[config.mk]
export PLATFORM = sky130hd
export DESIGN_NAME = kvi_ctrl
export DESIGN_NICKNAME = d
export VERILOG_FILES = /design/src/kvi_pkg.sv /design/src/kvi_ctrl.sv
export SDC_FILE = /design/constraint.sdc
export NUM_CORES = 1
export LEC_CHECK = 0
export BUFFER_PORTS_ARGS = -buffer_cell sky130_fd_sc_hd__buf_2
export CORE_MARGIN = 4
export CORE_UTILIZATION = 50
export CTS_CLUSTER_DIAMETER = 30
export CTS_CLUSTER_SIZE = 12
export DETAILED_ROUTE_END_ITERATION = 10
export PLACE_DENSITY_LB_ADDON = 0.25
export SETUP_SLACK_MARGIN = 0.4
export SYNTH_ARGS = -nofsm -noshare
export SYNTH_HDL_FRONTEND = slang
export SYNTH_SLANG_ARGS = --single-unit
[constraint.sdc]
create_clock -name clk -period 2.79 [get_ports clk]
set_input_delay 0.1395 -clock clk [delete_from_list [all_inputs] [get_ports clk]]
set_output_delay 0.1395 -clock clk [all_outputs]
set_load 0.01 [all_outputs]
[src/kvi_pkg.sv]
`timescale 1ns / 1ps

package kvi_pkg;

  // Field widths
  localparam int CFG_W = 7;           // key_count register
  localparam int IDX_W = 6;           // key_index field
  localparam int TW    = 24;          // key time, unsigned Q16.8
  localparam int VW    = 32;          // vector component, signed Q16.16
  localparam int NCOMP = 3;
  localparam int EW    = TW + NCOMP * VW;  // one table entry

  // Datapath widths
  localparam int SW    = TW + 1;      // signed time difference
  localparam int DW    = VW + 1;      // signed component difference
  localparam int PW    = DW + SW;     // product
  localparam int QW    = PW;          // dividend / quotient
  localparam int SUMW  = QW + 2;      // start + signed quotient

  // Divider: two quotient bits per cycle
  localparam int DIV_BITS   = 2;
  localparam int DIV_CYCLES = QW / DIV_BITS;
  localparam int CNT_W      = $clog2(DIV_CYCLES);

  // Item function codes
  localparam logic FUNC_LOAD  = 1'b0;
  localparam logic FUNC_QUERY = 1'b1;

  typedef struct packed {
    logic key_write;
    logic query_start;
    logic search;
    logic rd_seg;
    logic rd_nxt;
    logic cap_start;
    logic diff;
    logic mul;
    logic prep;
    logic div_step;
    logic sum;
    logic out_load;
  } kvi_cmd_t;

  typedef struct packed {
    logic single;
    logic search_done;
  } kvi_stat_t;

endpackage

[src/kvi_ctrl.sv]
`timescale 1ns / 1ps

module kvi_ctrl (
  input  logic               clk,
  input  logic               rst,
  input  logic               in_valid,
  output logic               in_ready,
  input  logic               func,
  output logic               out_valid,
  input  logic               out_ready,
  output kvi_pkg::kvi_cmd_t  cmd,
  input  kvi_pkg::kvi_stat_t stat
);

  typedef enum logic [9:0] {
    S_IDLE   = 10'b00_0000_0001,
    S_SEARCH = 10'b00_0000_0010,
    S_RD_SEG = 10'b00_0000_0100,
    S_RD_NXT = 10'b00_0000_1000,
    S_DIFF   = 10'b00_0001_0000,
    S_MUL    = 10'b00_0010_0000,
    S_PREP   = 10'b00_0100_0000,
    S_DIV    = 10'b00_1000_0000,
    S_SUM    = 10'b01_0000_0000,
    S_DONE   = 10'b10_0000_0000
  } state_t;

  state_t                    state;
  state_t                    state_next;
  logic [kvi_pkg::CNT_W-1:0] cnt;
  logic                      out_free;

  assign out_free = !out_valid || out_ready;

  always_comb begin
    state_next = state;
    cmd        = '0;
    in_ready   = 1'b0;
    unique case (state)
      S_IDLE: begin
        in_ready = 1'b1;
        if (in_valid) begin
          if (func == kvi_pkg::FUNC_LOAD) begin
            cmd.key_write = 1'b1;
          end else begin
            cmd.query_start = 1'b1;
            state_next      = stat.single ? S_RD_SEG : S_SEARCH;
          end
        end
      end
      S_SEARCH: begin
        cmd.search = 1'b1;
        if (stat.search_done) begin
          state_next = S_RD_SEG;
        end
      end
      S_RD_SEG: begin
        cmd.rd_seg = 1'b1;
        state_next = S_RD_NXT;
      end
      S_RD_NXT: begin
        cmd.rd_nxt    = 1'b1;
        cmd.cap_start = 1'b1;
        state_next    = S_DIFF;
      end
      S_DIFF: begin
        cmd.diff   = 1'b1;
        state_next = S_MUL;
      end
      S_MUL: begin
        cmd.mul    = 1'b1;
        state_next = S_PREP;
      end
      S_PREP: begin
        cmd.prep   = 1'b1;
        state_next = S_DIV;
      end
      S_DIV: begin
        cmd.div_step = 1'b1;
        if (cnt == kvi_pkg::CNT_W'(kvi_pkg::DIV_CYCLES - 1)) begin
          state_next = S_SUM;
        end
      end
      S_SUM: begin
        cmd.sum    = 1'b1;
        state_next = S_DONE;
      end
      S_DONE: begin
        if (out_free) begin
          cmd.out_load = 1'b1;
          state_next   = S_IDLE;
        end
      end
      default: begin
        state_next = S_IDLE;
      end
    endcase
  end

  always_ff @(posedge clk) begin
    if (rst) begin
      state     <= S_IDLE;
      cnt       <= '0;
      out_valid <= 1'b0;
    end else begin
      state <= state_next;
      if (cmd.prep) begin
        cnt <= '0;
      end else if (cmd.div_step) begin
        cnt <= cnt + kvi_pkg::CNT_W'(1);
      end
      if (cmd.out_load) begin
        out_valid <= 1'b1;
      end else if (out_ready) begin
        out_valid <= 1'b0;
      end
    end
  end

endmodule
==> flow_metrics.py <==
metrics = {
    "clock_network": {
        "cts_buffer_depth": 2,
        "cts.clk_slew.worst_paths_ps": 100,
        "numCtsBuffers": 3,
        "clkLatencyLatePin_ps": 280,
        "h-tree-depth": 1,
        "post-cts-setup-buffers": 0,
        "tritoncts": "done",
        "cts_sinks": 16,
        "clockRootBuffer": "clkbuf_4",
    },
    "floorplanning": {
        "die_w_um": 50.92,
        "num_io_pins": 21,
        "die-area_um2": 2592,
        "core_area_um2": 1727,
        "initial_core_util_pct": 53.33,
        "die_h_um": 50.92,
        "rows": 15,
    },
    "final_layout": {
        "drive_above_1_share_pct": 23.08,
        "num_antenna_cells": 0,
        "final_area_um2": 1069,
        "final_cells": 155,
        "fill_cells": 171,
        "syn2layout_area_growth_pct": 16.03,
        "final_nets": 140,
    },
    "placement": {
        "gp_congestion": 0.9067,
        "dp_cells": 151,
        "io_buffer_count": 20,
        "pre_cts_slack_ps": 750.8,
        "dpl.hpwl_mm": 1.617,
        "post_dp_cell_area_um2": 1026,
    },
    "critical_path": {
        "worstSetupStartpoint": "state[0]$_SDFFE_PP1P_",
        "crit_fanout": 9,
        "r2r_end": "state[0]$_SDFFE_PP1P_",
        "cp_cell_sequence": "or4_4 > and4b_1 > o2bb2ai_4 > a211oi_2 > a211o_1",
        "ff2ff_path_depth": 5,
        "r2r_setup_slack_ps": 710,
        "critPathKind": "register to register",
        "endpoint_kind": "register",
        "r2r_start": "state[0]$_SDFFE_PP1P_",
        "max_stage_delay_ps": 550,
        "cp.arrival_ps": 2260,
        "required_ps": 2970,
        "cpMaxStageDelayCell": "or4_4",
        "startpoint_type": "register",
        "worstSetupEndpoint": "state[0]$_SDFFE_PP1P_",
    },
    "status": {
        "outcome": "finished, final reports clean",
    },
    "detailed_routing": {
        "drc": 0,
        "drtPass1Iterations": 4,
        "drt_wl_total_mm": 2.039,
        "vias_per_cell": 5.555,
        "num_vias": 861,
        "wire_per_inst_um": 13.15,
        "antenna_left": 0,
        "initialDrtViolationCount": 21,
    },
    "synthesis": {
        "syn_nets": 119,
        "synth_largest_area_cell": "dfxtp_1",
        "synthesis.area_um2": 920.9,
        "synth_edf_count": 0,
        "synth_top_area_share_pct": 34.78,
        "synth_seq_cells": 16,
        "synth.avg_cell_area_um2": 8.372,
        "yosysWarnings": 0,
        "synth_top_cells_by_count": "nor2_1, dfxtp_1, inv_1, nor3b_1",
        "yosysSeqAreaShare_pct": 34.78,
        "synthDistinctLibCells": 38,
        "synth_flop_cell": "dfxtp_1",
        "synthCells": 110,
        "ys_async_sr_fraction_pct": 0,
        "synth_area_leaders": "dfxtp_1, nor2_1, nor3b_1, xor2_1, and4b_1",
        "yosysMostFrequentCell": "nor2_1",
    },
    "grt": {
        "grt_start_max_net_pins": 12,
        "grt_pass1_wl_mm": 3.581,
        "grt.overflow.total": 0,
        "grt_pass1_vias": 852,
        "track_usage_pct": 17.83,
        "grt_antenna_before_repair": 0,
    },
    "sta": {
        "fmax_mhz": 481.9,
        "fin_ws_ps": 714.7,
        "setup_tns_ps": 0,
        "rsz0062_at_grt": "no",
        "hold_viol": 0,
        "tightest_slew_ps": 578.5,
        "skew_ps": 6.005,
        "period_minus_slack_ps": 2075,
        "period_share_pct": 74.38,
        "maxSlewHeadroom_pct": 61.43,
        "setup_viol": 0,
        "slew_violations": 0,
    },
    "worst_hold_path": {
        "min_path_cells": 3,
        "min_path_type": "input pin to register",
    },
    "power": {
        "p_leak_nw": 0.4646,
        "p_per_area_nw_per_um2": 557.4,
        "total_power_mw": 0.5956,
        "ir_drop_v": 0.0003501,
    },
    "flow_run": {
        "maxCapViolations": 0,
    },
}
-- flip-flops by register name, indices dropped and copies added, names as in the netlist --
| signal | cells |
|---|---|
| state | 10 |
| cnt | 5 |
| out_valid | 1 |
-- final cells by class --
type	instances	area, µm²	share of cell area [%]
flip-flops and latches	16	320.3	29.98
multi-input cells	83	554.3	51.87
well taps	25	31.28	2.927
repair buffers	20	100.1	9.368
clock buffers	4	36.28	3.396
inverters	7	26.28	2.459
-- layer usage --
layer | track usage, % | up-vias | wire length (µm)
met2 | 31.97 | 26 | 1018
met1 | 20.07 | 395 | 843
met4 | 5.381 | 0 | 59
met5 | 0 | - | 0
li1 | - | 431 | -
met3 | 5.248 | 9 | 116
-- what timing repair did --
item                                    CTS  global route
hold buffers                              0             0
endpoints found under the setup margin    0             2
resized for setup                         0             1
-- metrics by stage --
stage / util [%] / hold WS, ps
3_3_place_gp: 59.42 / 404.2
2_1_floorplan: - / 280.2
6_report: 61.88 / 112.4
4_1_cts: 61.52 / 105.8
3_5_place_dp: 59.42 / 405.5
5_1_grt: 61.88 / 108.8
-- critical path, delay by kind of cell, from the launching register on --
kind	cells	cell delay [ps]
flops	1	350
compound gates	3	530
simple gates	2	1080
-- report_power, final --
part | switching (mW) | internal, mW | total [mW]
Sequential | 0.0162 | 0.240 | 0.256
Combinational | 0.109 | 0.0791 | 0.188
Clock | 0.0722 | 0.0794 | 0.152
Total | 0.197 | 0.399 | 0.596
-- worst min-delay path by stage --
stage / startpoint / endpoint / slack, ps
after floorplan: stat[1] / state[2]$_SDFFE_PP0P_ / 280
after global placement: stat[1] / state[2]$_SDFFE_PP0P_ / 400
after detailed placement: stat[1] / state[2]$_SDFFE_PP0P_ / 410
after CTS: stat[1] / state[2]$_SDFFE_PP0P_ / 110
after global routing: stat[1] / state[2]$_SDFFE_PP0P_ / 110
final: stat[1] / state[2]$_SDFFE_PP0P_ / 110
-- placed cells by master (no fill, tap or decap), types with 2 or more instances in the layout --
cell      count
dfxtp_1      16
clkbuf_4      3
o21ai_0       2
and4b_1       3
nand3_1       5
xor2_1        4
nor2_1       18
o211ai_1      2
ha_1          2
nor2b_1       4
inv_1         7
buf_2        20
nand2_1       5
nor3b_1       7
nand4_1       4
a21oi_1       5
-- logic make-up after synthesis --
kind of cell	synth area share [%]
AO/OA/AOI/OAI	13.32
XOR/XNOR	4.755
buffers and inverters	5.708
adder cells (fa/ha/maj)	2.717
multiplexers	1.087
AND/OR/NAND/NOR	37.64
flip-flops	34.78
(Power assumes the default switching activity.)
